--- config.mk ---
export PLATFORM = sky130hd
export DESIGN_NAME = servo_output_shaper
export DESIGN_NICKNAME = d
export VERILOG_FILES = /design/src/hw/rtl/sos_pkg.sv /design/src/hw/rtl/sos_front.sv /design/src/hw/rtl/sos_queue.sv /design/src/hw/rtl/sos_back.sv /design/src/hw/rtl/servo_output_shaper.sv
export SDC_FILE = /design/constraint.sdc
export NUM_CORES = 2
export LEC_CHECK = 0
export ABC_AREA = 0
export BUFFER_PORTS_ARGS = -buffer_cell sky130_fd_sc_hd__buf_2
export CAP_MARGIN = 20
export CORE_UTILIZATION = 23
export DETAILED_ROUTE_END_ITERATION = 6
export PLACE_DENSITY = 0.45
export SLEW_MARGIN = 20
export SYNTH_ARGS = -nofsm -noshare
export SYNTH_HDL_FRONTEND = slang
export SYNTH_SLANG_ARGS = --single-unit
--- constraint.sdc ---
create_clock -name clk -period 15.6 [get_ports clk]
set_clock_uncertainty 0.05 [all_clocks]
set_input_delay 0 -clock clk [delete_from_list [all_inputs] [get_ports clk]]
set_output_delay 0 -clock clk [all_outputs]
set_load 0.1 [all_outputs]
--- src/hw/rtl/sos_pkg.sv ---
package sos_pkg;

	// register indexes on the configuration port
	localparam logic [2:0] REG_MID_PULSE      = 3'd0;
	localparam logic [2:0] REG_TRAVEL_MIN     = 3'd1;
	localparam logic [2:0] REG_TRAVEL_MAX     = 3'd2;
	localparam logic [2:0] REG_SCALE_POS      = 3'd3;
	localparam logic [2:0] REG_SCALE_NEG      = 3'd4;
	localparam logic [2:0] REG_REVERSED       = 3'd5;
	localparam logic [2:0] REG_MAX_STEP       = 3'd6;
	localparam logic [2:0] REG_OVERRIDE_LIMIT = 3'd7;

	// register reset values
	localparam logic [11:0]        MID_PULSE_RST      = 12'd1500;
	localparam logic signed [12:0] TRAVEL_MIN_RST     = -13'sd700;
	localparam logic [11:0]        TRAVEL_MAX_RST     = 12'd700;
	localparam logic [9:0]         SCALE_POS_RST      = 10'd500;
	localparam logic [9:0]         SCALE_NEG_RST      = 10'd500;
	localparam logic [31:0]        MAX_STEP_RST       = 32'd0;
	localparam logic [14:0]        OVERRIDE_LIMIT_RST = 15'd2000;

	// last pulse after reset: reset center pulse in Q16.16
	localparam logic signed [29:0] LAST_PULSE_RST = 30'sd98304000;

	// travel in thousandths of a microsecond: 10 bit scale times 17 bit command
	localparam int TRAVEL_W = 28;

	// floor(x / 125) for x below 2^22: (x * RECIP_125) >> RECIP_SHIFT, low by at most one
	localparam logic [22:0] RECIP_125   = 23'd4294967;
	localparam int          RECIP_SHIFT = 29;
	localparam logic [7:0]  DIV_K       = 8'd125;

	typedef struct packed {
		logic [11:0]        mid_pulse;
		logic signed [12:0] travel_min;
		logic [11:0]        travel_max;
		logic [9:0]         scale_pos;
		logic [9:0]         scale_neg;
		logic               reversed;
		logic [31:0]        max_step;
		logic [14:0]        override_limit;
	} cfg_t;

	// one classified request between front and back
	typedef struct packed {
		logic signed [TRAVEL_W-1:0] travel;
		logic                       override_used;
	} sos_item_t;

endpackage

--- src/hw/rtl/sos_front.sv ---
module sos_front (
	input  logic                clk,
	input  logic                arst_n,
	input  sos_pkg::cfg_t       cfg,
	input  logic                in_valid,
	output logic                in_ready,
	input  logic signed [15:0]  mixer_command,
	input  logic signed [15:0]  override_value,
	input  logic                armed,
	output logic                push_valid,
	output sos_pkg::sos_item_t  push_item,
	input  logic                push_ready
);

	logic               valid_s1;
	sos_pkg::sos_item_t item_s1;

	logic signed [16:0] lim;
	logic signed [16:0] ovr;
	logic               use_ovr;
	logic signed [16:0] cmd_sel;
	logic signed [16:0] cmd;
	logic [9:0]         scale;
	logic signed [27:0] travel;

	// pick the command source, reverse it if set, and scale it
	always_comb begin
		lim     = $signed({2'b00, cfg.override_limit});
		ovr     = {override_value[15], override_value};
		use_ovr = !armed && (ovr >= -lim) && (ovr <= lim);
		cmd_sel = use_ovr ? ovr : {mixer_command[15], mixer_command};
		cmd     = cfg.reversed ? -cmd_sel : cmd_sel;
		scale   = cmd[16] ? cfg.scale_neg : cfg.scale_pos;
		travel  = $signed({1'b0, scale}) * cmd;
	end

	assign in_ready   = !valid_s1 || push_ready;
	assign push_valid = valid_s1;
	assign push_item  = item_s1;

	// hold the classified request until the queue takes it
	always_ff @(posedge clk or negedge arst_n) begin
		if (!arst_n) begin
			valid_s1 <= 1'b0;
		end else if (in_ready) begin
			valid_s1 <= in_valid;
		end
	end

	always_ff @(posedge clk) begin
		if (in_ready && in_valid) begin
			item_s1.travel        <= travel[sos_pkg::TRAVEL_W-1:0];
			item_s1.override_used <= use_ovr;
		end
	end

endmodule

--- src/hw/rtl/sos_queue.sv ---
module sos_queue #(
	parameter int DEPTH = 2
) (
	input  logic               clk,
	input  logic               arst_n,
	input  logic               push_valid,
	output logic               push_ready,
	input  sos_pkg::sos_item_t push_item,
	output logic               pop_valid,
	input  logic               pop,
	output sos_pkg::sos_item_t pop_item
);

	localparam int PTR_W = (DEPTH > 1) ? $clog2(DEPTH) : 1;
	localparam int CNT_W = $clog2(DEPTH + 1);
	localparam logic [PTR_W-1:0] LAST_PTR = PTR_W'(DEPTH - 1);
	localparam logic [CNT_W-1:0] FULL_CNT = CNT_W'(DEPTH);

	sos_pkg::sos_item_t mem_q [DEPTH];
	logic [PTR_W-1:0]   wr_ptr_q;
	logic [PTR_W-1:0]   rd_ptr_q;
	logic [CNT_W-1:0]   count_q;
	logic               push;
	logic               do_pop;

	assign push_ready = (count_q != FULL_CNT);
	assign pop_valid  = (count_q != '0);
	assign pop_item   = mem_q[rd_ptr_q];
	assign push       = push_valid && push_ready;
	assign do_pop     = pop && pop_valid;

	// advance pointers and fill count
	always_ff @(posedge clk or negedge arst_n) begin
		if (!arst_n) begin
			wr_ptr_q <= '0;
			rd_ptr_q <= '0;
			count_q  <= '0;
		end else begin
			if (push) begin
				wr_ptr_q <= (wr_ptr_q == LAST_PTR) ? '0 : wr_ptr_q + PTR_W'(1);
			end
			if (do_pop) begin
				rd_ptr_q <= (rd_ptr_q == LAST_PTR) ? '0 : rd_ptr_q + PTR_W'(1);
			end
			if (push && !do_pop) begin
				count_q <= count_q + CNT_W'(1);
			end else if (do_pop && !push) begin
				count_q <= count_q - CNT_W'(1);
			end
		end
	end

	// store the request
	always_ff @(posedge clk) begin
		if (push) begin
			mem_q[wr_ptr_q] <= push_item;
		end
	end

	a_count_bound: assert property (@(posedge clk) disable iff (!arst_n)
		count_q <= FULL_CNT)
		else $error("queue count beyond depth");

	a_count_up: assert property (@(posedge clk) disable iff (!arst_n)
		(push && !do_pop) |=> (count_q == $past(count_q) + CNT_W'(1)))
		else $error("queue count missed a push");

	a_count_down: assert property (@(posedge clk) disable iff (!arst_n)
		(do_pop && !push) |=> (count_q == $past(count_q) - CNT_W'(1)))
		else $error("queue count missed a pop");

endmodule

--- src/hw/rtl/sos_back.sv ---
module sos_back (
	input  logic                clk,
	input  logic                arst_n,
	input  sos_pkg::cfg_t       cfg,
	input  logic                pop_valid,
	output logic                pop,
	input  sos_pkg::sos_item_t  pop_item,
	output logic                out_valid,
	input  logic                out_ready,
	output logic signed [29:0]  pulse_q16,
	output logic                travel_saturated,
	output logic                override_used
);

	localparam int TW = sos_pkg::TRAVEL_W;

	logic en;
	logic valid_s1, valid_s2, valid_s3, valid_q;

	// stage 1: clamp test and first reciprocal product
	logic [21:0]        mag_s1;
	logic [15:0]        est_s1;
	logic               neg_s1, sat_s1, ovr_s1;
	logic signed [29:0] clamp_s1;
	// stage 2: quotient by 125 and second reciprocal product
	logic [15:0]        hi_s2;
	logic [19:0]        y_s2;
	logic [13:0]        est_s2;
	logic               neg_s2, sat_s2, ovr_s2;
	logic signed [29:0] clamp_s2;
	// stage 3: new pulse before slew limit
	logic signed [29:0] pulse_s3;
	logic               sat_s3, ovr_s3;
	// output and state
	logic signed [29:0] pulse_q, last_pulse_q;
	logic               sat_q, ovr_q;

	logic signed [TW-1:0] tv;
	logic signed [TW-1:0] max_k, min_k;
	logic [TW-1:0]        abs_tv;
	logic [44:0]          prod1;
	logic                 over_max, under_min;

	logic [21:0]  rem1;
	logic [15:0]  hi1;
	logic [7:0]   r1;
	logic [19:0]  y1;
	logic [42:0]  prod2;

	logic [19:0]        rem2;
	logic [13:0]        lo2;
	logic [29:0]        qmag;
	logic signed [29:0] qval;
	logic signed [29:0] pulse_new;

	logic signed [33:0] d34, ms34, slew34;

	assign en  = !(valid_q && !out_ready);
	assign pop = en && pop_valid;

	// stage 1 logic
	always_comb begin
		tv        = pop_item.travel;
		max_k     = $signed({{(TW-12){1'b0}}, cfg.travel_max}) * TW'(1000);
		min_k     = $signed({{(TW-13){cfg.travel_min[12]}}, cfg.travel_min}) * TW'(1000);
		over_max  = tv > max_k;
		under_min = tv < min_k;
		abs_tv    = tv[TW-1] ? TW'(-tv) : TW'(tv);
		prod1     = {23'd0, abs_tv[21:0]} * {22'd0, sos_pkg::RECIP_125};
	end

	// stage 2 logic: correct the quotient estimate once
	always_comb begin
		rem1 = mag_s1 - 22'(est_s1) * 22'(sos_pkg::DIV_K);
		if (rem1 >= 22'(sos_pkg::DIV_K)) begin
			hi1 = est_s1 + 16'd1;
			r1  = 8'(rem1 - 22'(sos_pkg::DIV_K));
		end else begin
			hi1 = est_s1;
			r1  = rem1[7:0];
		end
		y1    = {r1[6:0], 13'd0} + 20'd62;
		prod2 = {23'd0, y1} * {20'd0, sos_pkg::RECIP_125};
	end

	// stage 3 logic: finish rounding, restore sign or take the clamp, add center
	always_comb begin
		rem2 = y_s2 - 20'(est_s2) * 20'(sos_pkg::DIV_K);
		lo2  = (rem2 >= 20'(sos_pkg::DIV_K)) ? est_s2 + 14'd1 : est_s2;
		qmag = {1'b0, hi_s2, 13'd0} + {16'd0, lo2};
		qval = neg_s2 ? -$signed(qmag) : $signed(qmag);
		if (sat_s2) begin
			qval = clamp_s2;
		end
		pulse_new = $signed({2'b00, cfg.mid_pulse, 16'd0}) + qval;
	end

	// slew limit against the last output
	always_comb begin
		d34    = 34'(pulse_s3) - 34'(last_pulse_q);
		ms34   = $signed({2'b00, cfg.max_step});
		slew34 = 34'(pulse_s3);
		if (cfg.max_step != '0) begin
			if (d34 > ms34) begin
				slew34 = 34'(last_pulse_q) + ms34;
			end else if (d34 < -ms34) begin
				slew34 = 34'(last_pulse_q) - ms34;
			end
		end
	end

	// advance stage valids and state when the output is free
	always_ff @(posedge clk or negedge arst_n) begin
		if (!arst_n) begin
			valid_s1     <= 1'b0;
			valid_s2     <= 1'b0;
			valid_s3     <= 1'b0;
			valid_q      <= 1'b0;
			last_pulse_q <= sos_pkg::LAST_PULSE_RST;
		end else if (en) begin
			valid_s1 <= pop_valid;
			valid_s2 <= valid_s1;
			valid_s3 <= valid_s2;
			valid_q  <= valid_s3;
			if (valid_s3) begin
				last_pulse_q <= slew34[29:0];
			end
		end
	end

	// payload pipeline
	always_ff @(posedge clk) begin
		if (en) begin
			mag_s1   <= abs_tv[21:0];
			est_s1   <= prod1[sos_pkg::RECIP_SHIFT +: 16];
			neg_s1   <= tv[TW-1];
			sat_s1   <= over_max || under_min;
			ovr_s1   <= pop_item.override_used;
			clamp_s1 <= over_max ? $signed({2'b00, cfg.travel_max, 16'd0})
				: $signed({cfg.travel_min[12], cfg.travel_min, 16'd0});

			hi_s2    <= hi1;
			y_s2     <= y1;
			est_s2   <= prod2[sos_pkg::RECIP_SHIFT +: 14];
			neg_s2   <= neg_s1;
			sat_s2   <= sat_s1;
			ovr_s2   <= ovr_s1;
			clamp_s2 <= clamp_s1;

			pulse_s3 <= pulse_new;
			sat_s3   <= sat_s2;
			ovr_s3   <= ovr_s2;

			pulse_q  <= slew34[29:0];
			sat_q    <= sat_s3;
			ovr_q    <= ovr_s3;
		end
	end

	assign out_valid        = valid_q;
	assign pulse_q16        = pulse_q;
	assign travel_saturated = sat_q;
	assign override_used    = ovr_q;

	a_state_holds: assert property (@(posedge clk) disable iff (!arst_n)
		(valid_q && !out_ready) |=> $stable(last_pulse_q))
		else $error("last pulse moved during output stall");

	a_slew_bound: assert property (@(posedge clk) disable iff (!arst_n)
		(en && valid_s3 && cfg.max_step != '0) |=>
		((34'(last_pulse_q) - 34'($past(last_pulse_q)) <= $signed({2'b00, cfg.max_step})) &&
		 (34'(last_pulse_q) - 34'($past(last_pulse_q)) >= -$signed({2'b00, cfg.max_step}))))
		else $error("pulse step beyond max_step");

	a_out_matches_state: assert property (@(posedge clk) disable iff (!arst_n)
		(en && valid_s3) |=> (pulse_q == last_pulse_q))
		else $error("output pulse differs from kept state");

endmodule

--- src/hw/rtl/servo_output_shaper.sv ---
// Servo output shaper: one servo channel, one request per control tick.
// Path: front register, queue, back stages 1 to 3 and the output register.
// Throughput: one request per cycle unless out_ready stalls; the reciprocal divide
// by 125 spans three back stages, the slew compare on the last pulse takes one.
// Reset: registers return to their defaults, the queue empties and the last
// pulse restarts at the default center pulse.
module servo_output_shaper #(
	parameter int QUEUE_DEPTH = 2
) (
	input  logic               clk,
	input  logic               arst_n,
	input  logic               cfg_we,
	input  logic [2:0]         cfg_index,
	input  logic [31:0]        cfg_wdata,
	input  logic               in_valid,
	output logic               in_ready,
	input  logic signed [15:0] mixer_command,
	input  logic signed [15:0] override_value,
	input  logic               armed,
	output logic               out_valid,
	input  logic               out_ready,
	output logic signed [29:0] pulse_q16,
	output logic               travel_saturated,
	output logic               override_used
);

	sos_pkg::cfg_t      cfg_q;
	logic               push_valid, push_ready;
	sos_pkg::sos_item_t push_item;
	logic               pop_valid, pop;
	sos_pkg::sos_item_t pop_item;

	// write configuration registers
	always_ff @(posedge clk or negedge arst_n) begin
		if (!arst_n) begin
			cfg_q.mid_pulse      <= sos_pkg::MID_PULSE_RST;
			cfg_q.travel_min     <= sos_pkg::TRAVEL_MIN_RST;
			cfg_q.travel_max     <= sos_pkg::TRAVEL_MAX_RST;
			cfg_q.scale_pos      <= sos_pkg::SCALE_POS_RST;
			cfg_q.scale_neg      <= sos_pkg::SCALE_NEG_RST;
			cfg_q.reversed       <= 1'b0;
			cfg_q.max_step       <= sos_pkg::MAX_STEP_RST;
			cfg_q.override_limit <= sos_pkg::OVERRIDE_LIMIT_RST;
		end else if (cfg_we) begin
			case (cfg_index)
				sos_pkg::REG_MID_PULSE:      cfg_q.mid_pulse      <= cfg_wdata[11:0];
				sos_pkg::REG_TRAVEL_MIN:     cfg_q.travel_min     <= $signed(cfg_wdata[12:0]);
				sos_pkg::REG_TRAVEL_MAX:     cfg_q.travel_max     <= cfg_wdata[11:0];
				sos_pkg::REG_SCALE_POS:      cfg_q.scale_pos      <= cfg_wdata[9:0];
				sos_pkg::REG_SCALE_NEG:      cfg_q.scale_neg      <= cfg_wdata[9:0];
				sos_pkg::REG_REVERSED:       cfg_q.reversed       <= cfg_wdata[0];
				sos_pkg::REG_MAX_STEP:       cfg_q.max_step       <= cfg_wdata;
				sos_pkg::REG_OVERRIDE_LIMIT: cfg_q.override_limit <= cfg_wdata[14:0];
				default: begin
				end
			endcase
		end
	end

	sos_front u_front (
		.clk            (clk),
		.arst_n         (arst_n),
		.cfg            (cfg_q),
		.in_valid       (in_valid),
		.in_ready       (in_ready),
		.mixer_command  (mixer_command),
		.override_value (override_value),
		.armed          (armed),
		.push_valid     (push_valid),
		.push_item      (push_item),
		.push_ready     (push_ready)
	);

	sos_queue #(
		.DEPTH (QUEUE_DEPTH)
	) u_queue (
		.clk        (clk),
		.arst_n     (arst_n),
		.push_valid (push_valid),
		.push_ready (push_ready),
		.push_item  (push_item),
		.pop_valid  (pop_valid),
		.pop        (pop),
		.pop_item   (pop_item)
	);

	sos_back u_back (
		.clk              (clk),
		.arst_n           (arst_n),
		.cfg              (cfg_q),
		.pop_valid        (pop_valid),
		.pop              (pop),
		.pop_item         (pop_item),
		.out_valid        (out_valid),
		.out_ready        (out_ready),
		.pulse_q16        (pulse_q16),
		.travel_saturated (travel_saturated),
		.override_used    (override_used)
	);

endmodule

Word-level counts from Yosys, hierarchy flattened
Memory sizes are Yosys's and may differ from the RTL's.
Cells that the tools add are included.
{"block": "word_totals", "input_bits": 73, "ram_bits": 58, "register_bits": 389, "elab_cells": 133, "n_memories": 1, "out_inout_bits": 34}
{"memory": "u_queue.mem_q", "words": 2, "word_bits": 29, "read_ports": 1, "rd_clocked_by_memory_dff": 0, "wr": 1, "line_no": "sos_queue.sv:19", "rtl": "sos_pkg::sos_item_t mem_q [DEPTH];"}
{"block": "op_classes", "muxes": 19, "n_addsub": 20, "bitwise": 1, "reduce_logical": 30, "multipliers": 7, "eq_ne": 8, "magnitude_cmp": 8}
{"cell": "$mux W30", "count": 5}
{"cell": "$mul A22 B23 Y45 const B", "count": 1}
{"cell": "$mul A20 B23 Y43 const B", "count": 1}
{"cell": "$lt A31 B34 Y1", "count": 1}
{"cell": "$mux W17", "count": 2}
{"cell": "$neg A32 Y34", "count": 1}
{"cell": "$gt A31 B33 Y1", "count": 1}
{"cell": "$reduce_bool A32 Y1", "count": 1}
{"cell": "$sub A30 B30 Y31", "count": 1}
{"cell": "$add A29 B14 Y30", "count": 1}
{"cell": "$add A29 B30 Y30", "count": 1}
{"cell": "$add A30 B30 Y30", "count": 1}
{"cell": "$neg A30 Y30", "count": 1}
{"cell": "$sub A30 B30 Y30", "count": 1}
{"cell": "$gt A28 B23 Y1", "count": 1}
{"cell": "$lt A28 B24 Y1", "count": 1}
{"cell": "$mul A11 B17 Y28", "count": 1}
{"cell": "$mux W28", "count": 1}
{"cell": "$ge A22 B7 Y1 const B", "count": 1}
{"cell": "$mul A16 B7 Y22 const B", "count": 1}
{"cell": "$mux W22", "count": 1}
{"cell": "$neg A22 Y22", "count": 1}
{"cell": "$sub A22 B22 Y22", "count": 1}
{"cell": "$mul A13 B8 Y21 const B", "count": 1}
{"cell": "other kinds (32)", "count": 64}

Logic depth before layout (Yosys ltp)
{"block": "depth", "ltp_word": 9, "mapped_depth": 52, "depth_no_buf": 48}

Cells and area by module
Synthesis repeated with hierarchy kept, for this count alone.
{"block": "hier_totals", "cells_unflattened": 5412, "area_unflattened_um2": 54177.0}
{"mod": "sos_back", "instances": 1, "area_per_inst_um2": 37951.4, "seq_area_each_um2": 5994.5, "cells_each": 3956}
{"mod": "sos_front", "instances": 1, "area_per_inst_um2": 9660.5, "seq_area_each_um2": 895.9, "cells_each": 1118}
{"mod": "servo_output_shaper", "instances": 1, "area_per_inst_um2": 4251.6, "seq_area_each_um2": 2673.8, "cells_each": 230}
{"mod": "sos_queue", "instances": 1, "area_per_inst_um2": 2313.5, "seq_area_each_um2": 1841.8, "cells_each": 108}

Worst setup path before layout
OpenSTA, ideal clock, no wires.
{"block": "synth_path", "path_type": "register to register", "start": "register u_back.est_s1[4]", "end": "register u_back.est_s2[12], data pin", "synth_period_minus_slack_ns": 11.059, "t_arrival_ns": 10.750, "setup_time_ns": 0.259, "path_stages_with_launch": 47, "setup_slack_ns": 4.541, "path_buffers": 1, "required_time_ns": 15.291, "cell_sequence": "edfxtp_1 inv_1 fa_1 fa_1 fa_1 inv_1 fa_1 inv_1 ha_1 o21a_1 o21ai_0 a21oi_1 nand3_1 a21oi_1 o21ai_0 a31oi_1 a21o_1 a21oi_1 (+11 left out) fa_1 ha_1 inv_1 ha_1 ha_1 ha_1 a21o_1 a21oi_1 o21ai_0 a31oi_1 a221oi_1 o21ai_0 a21oi_1 a21o_1 a41oi_1 inv_1 a21oi_1 xnor2_1"}
{"block": "synth_via", "elab_chain_cells": 6, "elab_cells_between_ends": 7, "classes_between": "add/sub (3); mul (2); order compare (1); mux (1)"}
{"item": "from (decl)", "line_no": "sos_back.sv:22", "rtl": "logic [15:0] est_s1;"}
{"item": "from (signal assigned)", "line_no": "sos_back.sv:135", "rtl": "est_s1 <= prod1[sos_pkg::RECIP_SHIFT +: 16];"}
{"item": "$mul A16 B7 Y22 *", "line_no": "sos_back.sv:74", "rtl": "rem1 = mag_s1 - 22'(est_s1) * 22'(sos_pkg::DIV_K);"}
{"item": "$sub A22 B22 Y22 *", "line_no": "sos_back.sv:74"}
{"item": "$ge A22 B7 Y1 / $sub A7 B7 Y7 (equally long branches)", "line_no": "sos_back.sv:75, sos_back.sv:77"}
{"item": "$mux W7 *", "line_no": "sos_back.sv:75", "rtl": "if (rem1 >= 22'(sos_pkg::DIV_K)) begin"}
{"item": "via u_back.r1[4]", "line_no": "sos_back.sv:46", "rtl": "logic [7:0] r1;"}
{"item": "$add A20 B6 Y20 *", "line_no": "sos_back.sv:82", "rtl": "y1 = {r1[6:0], 13'd0} + 20'd62;"}
{"item": "$mul A20 B23 Y43 *", "line_no": "sos_back.sv:83", "rtl": "prod2 = {23'd0, y1} * {20'd0, sos_pkg::RECIP_125};"}
{"item": "via u_back.prod2[41]", "line_no": "sos_back.sv:48", "rtl": "logic [42:0] prod2;"}
{"item": "to (signal assigned)", "line_no": "sos_back.sv:144", "rtl": "est_s2 <= prod2[sos_pkg::RECIP_SHIFT +: 14];"}
{"item": "to (decl)", "line_no": "sos_back.sv:28", "rtl": "logic [13:0] est_s2;"}
Mark *: on every way through the listed nets, which the timed path passes. The rest lies on a longest branch.
A chain may end at the register's enable or synchronous reset.

Final worst setup path
{"block": "layout_path", "start": "register u_back.est_s1[13]", "end": "register u_back.est_s2[13], data pin"}
{"block": "layout_via", "elab_chain_cells": 6}
{"item": "$mul A16 B7 Y22", "line_no": "sos_back.sv:74"}
{"item": "$sub A22 B22 Y22", "line_no": "sos_back.sv:74"}
{"item": "$ge A22 B7 Y1", "line_no": "sos_back.sv:75"}
{"item": "$mux W7", "line_no": "sos_back.sv:75"}
{"item": "via u_back.r1[5]", "line_no": "sos_back.sv:46"}
{"item": "$add A20 B6 Y20", "line_no": "sos_back.sv:82"}
{"item": "$mul A20 B23 Y43", "line_no": "sos_back.sv:83"}
{"item": "via u_back.prod2[42]", "line_no": "sos_back.sv:48"}
The timed path passes the listed nets, and every way through them passes these cells.

==> metrics.cfg <==
[status]
status=completed

[yosys]
synth_top_family_by_area=adder cells
postSynthAreaPerCell_sq_um=10.0
synthDistinctLibCells=93
yosys.area.top_type=ha_1
synth_cells=5287
yosys-top-cells-area=ha_1 (22%), fa_1 (20%), edfxtp_1 (15%)
synth_seq_cells=402
synth-edff-count=258
synthMuxAreaShare_pct=4.21
synth_compound_area_share_pct=10.3
synth_ff_type=edfxtp_1
synth_top_cell_area_share_pct=21.9
async_reset_ff_share_pct=35.8
synth_xor_area_share_pct=5.35
seq_area_frac_synth_pct=21.6
synth_fp_nets=6809
synth_fa_ha_area_share_pct=41.8
yosys_warnings=0
syn-cell-area_sq_mm=0.0529
synth_simple_gate_area_share_pct=9.44

[timing]
rsz0062_at_grt=false
slew_headroom_pct=24.5
worst_pin_slew_ns=1.10
min_period_over_period_pct=78.3
fin_tns_setup_ns=0
hold_violations=0
finalSetupViolations=0
max_freq_ghz=0.0819
period_needed_ns=12.21
slew_violations=0

[setup_path]
r2r_cells=44
cp_max_fo=24
endpoint_kind=flip-flop
cp_slowest_stage_delay_ns=0.55
slowest_stage=fa_1
cp.arrival_ns=12.56
r2r_end=u_back.est_s2[13]
cp_data_required_time_ns=15.95
reg2reg_from=u_back.est_s1[13]
r2r_setup_slack_ns=3.39
worst_path_most_repeated_cell=inv_1
crit_type=reg2reg
start_kind=flip-flop

[cts]
worstSkewPairLatency_ns=0.65
clockBufferDepth=3
cts_setup_buffers=0
ctsResizeCount=0
h-tree-depth=2
numCtsBuffers=53
root_buffer=clkbuf_16
clk_pin_slew_ns=0.06
tritoncts=yes
holdBufCountCts=53
clock_sinks=402

[floorplanning]
coreArea_sq_mm=0.228
initial_utilization_pct=23.2
rows=175
die_w_um=481
dieArea_sq_mm=0.232
fp.dieH_um=481
ios=107

[detailed_routing]
drt_iter0_markers=1702
drc=0
drt-vias-per-instance=4.39
wire_per_inst_um=16.6
dr.pass1.iters=6
vias=37300
ant_nets=0
wirelength_um=141000

[min_path]
hold_end=u_front.push_item[1]
min_from=override_value[0]
holdPathStages=4
min_path_type=in2reg

[run]
maxCapViolCount=0

[global_routing]
antenna_found_initial=2
grt.total_usage_pct=12.3
grtUsageMet2_pct=20.6
grt_pass1_wl_um=225000
gr-total-overflow=0
top_usage_layer=met2
use_met3_pct=1.08
grt_pass1_vias=39300
met1_usage_pct=17.0
grt_max_degree=74

[layout]
layout-drive-gt1-share_pct=8.66
nNetsFinal=6976
area_growth_pct=12.6
fin_cells=8507

[placed_design]
place.gp.congestion=0.851
io_buffers=106
dp_hpwl_um=115000
placed_cells=8355

## cell usage after synthesis, types with 45 or more instances
library cell / count
ha_1: 924
a21o_1: 88
xor2_1: 80
clkbuf_1: 74
nor2_1: 322
a21oi_1: 229
nor2b_1: 47
inv_1: 926
edfxtp_1: 258
nand2_1: 266
dfrtp_1: 100
nand4_1: 54
nand2b_1: 62
fa_1: 525
nor3_1: 71
xnor2_1: 243
mux2i_1: 48
nand3_1: 67
o21a_1: 45
mux2_2: 142
o21ai_0: 198
## cell type report
cell class / count / area [sq um]
Multi-Input combinational cell: 3863 / 37600
Clock inverter: 30 / 370
Timing Repair Buffer: 207 / 1430
Clock buffer: 68 / 1400
Tap cell: 3009 / 3760
Antenna cell: 1 / 2.50
Inverter: 927 / 3480
Fill cell: 24200 / 168000
Sequential cell: 402 / 11400
## cell usage in the layout, fill, tap and decap left out, types with 17 or more instances in the layout
master         count
nand2b_1          61
or3_1             17
nand2_1          266
and3_1            27
buf_4             48
nor3_1            70
inv_1            926
a31oi_1           30
a211oi_1          25
o21a_1            45
dlygate4sd3_1     53
o21bai_1          36
o31ai_1           24
and2_1            27
dfrtp_1          100
fa_1             525
nor2_1           320
nor4_1            23
a21oi_1          228
mux2_2           142
clkbuf_16         53
o21ai_0          197
dfstp_2           44
ha_1             924
or2_2             17
edfxtp_1         258
mux2i_1           48
nand3_1           67
nand4_1           54
nor2b_1           47
xor2_1            80
buf_2            105
a21o_1            88
xnor2_1          238
## critical path, delay by kind of cell (launching register included)
kind                     cells  cell delay [ns]
AO/OA/AOI/OAI               17             3.80
XOR/XNOR                     1             0.55
adder cells (fa/ha/maj)     13             5.42
buffers and inverters        9             0.96
flip-flops                   1             0.52
AND/OR/NAND/NOR              4             0.67
## through the flow
| step | hold slack, ns | setup slack, ns | cell area (sq um) | utilization (%) |
|---|---|---|---|---|
| floorplan | -0.346 | 4.54 | 52900 | - |
| global placement | 0.101 | 3.28 | 57200 | 25.1 |
| detailed placement | 0.118 | 3.25 | 57200 | 25.1 |
| CTS | 0.0225 | 3.25 | 59500 | 26.1 |
| global route | 0.0479 | 2.47 | 59500 | 26.1 |
| finish | 0.0506 | 3.39 | 59500 | 26.1 |
## worst max-delay path by stage
stage | start | to | slack, ns | cells after the start
floorplan | u_back.est_s1[4] | u_back.est_s2[12] | 4.54 | 46
global placement | u_back.est_s1[4] | u_back.est_s2[12] | 3.28 | 46
detailed placement | u_back.est_s1[2] | u_back.est_s2[13] | 3.25 | 46
CTS | u_back.est_s1[2] | u_back.est_s2[13] | 3.25 | 46
global route | u_back.est_s1[13] | u_back.est_s2[13] | 2.47 | 44
finish | u_back.est_s1[13] | u_back.est_s2[13] | 3.39 | 44
## sequential cells by signal, indices dropped and copies added, names as in the netlist, 13 cells and up
signal,count
cfg_q,105
u_queue.mem_q,58
u_back.last_pulse_q,30
u_back.pulse_q16,30
u_back.pulse_s3,30
u_front.push_item,29
u_back.mag_s1,22
u_back.est_s1,16
u_back.hi_s2,16
u_back.est_s2,14
u_back.clamp_s1,13
u_back.clamp_s2,13
## routing by layer
metal  vias to the layer above  routed length (um)
li1                      18200                   -
met1                     18500               68400
met2                       516               66100
met3                       128                3940
met4                         0                2650
met5                         -                   0
## cells by family after synthesis
group	count (synthesis)
mux	198
fa+ha+maj	1449
flops	402
xor+xnor	323
compound gates	845
buf+inv	1022
simple gates	1048
Power is not shown: default switching activity piles up to over one toggle a cycle in this logic, so the estimate is an artifact.
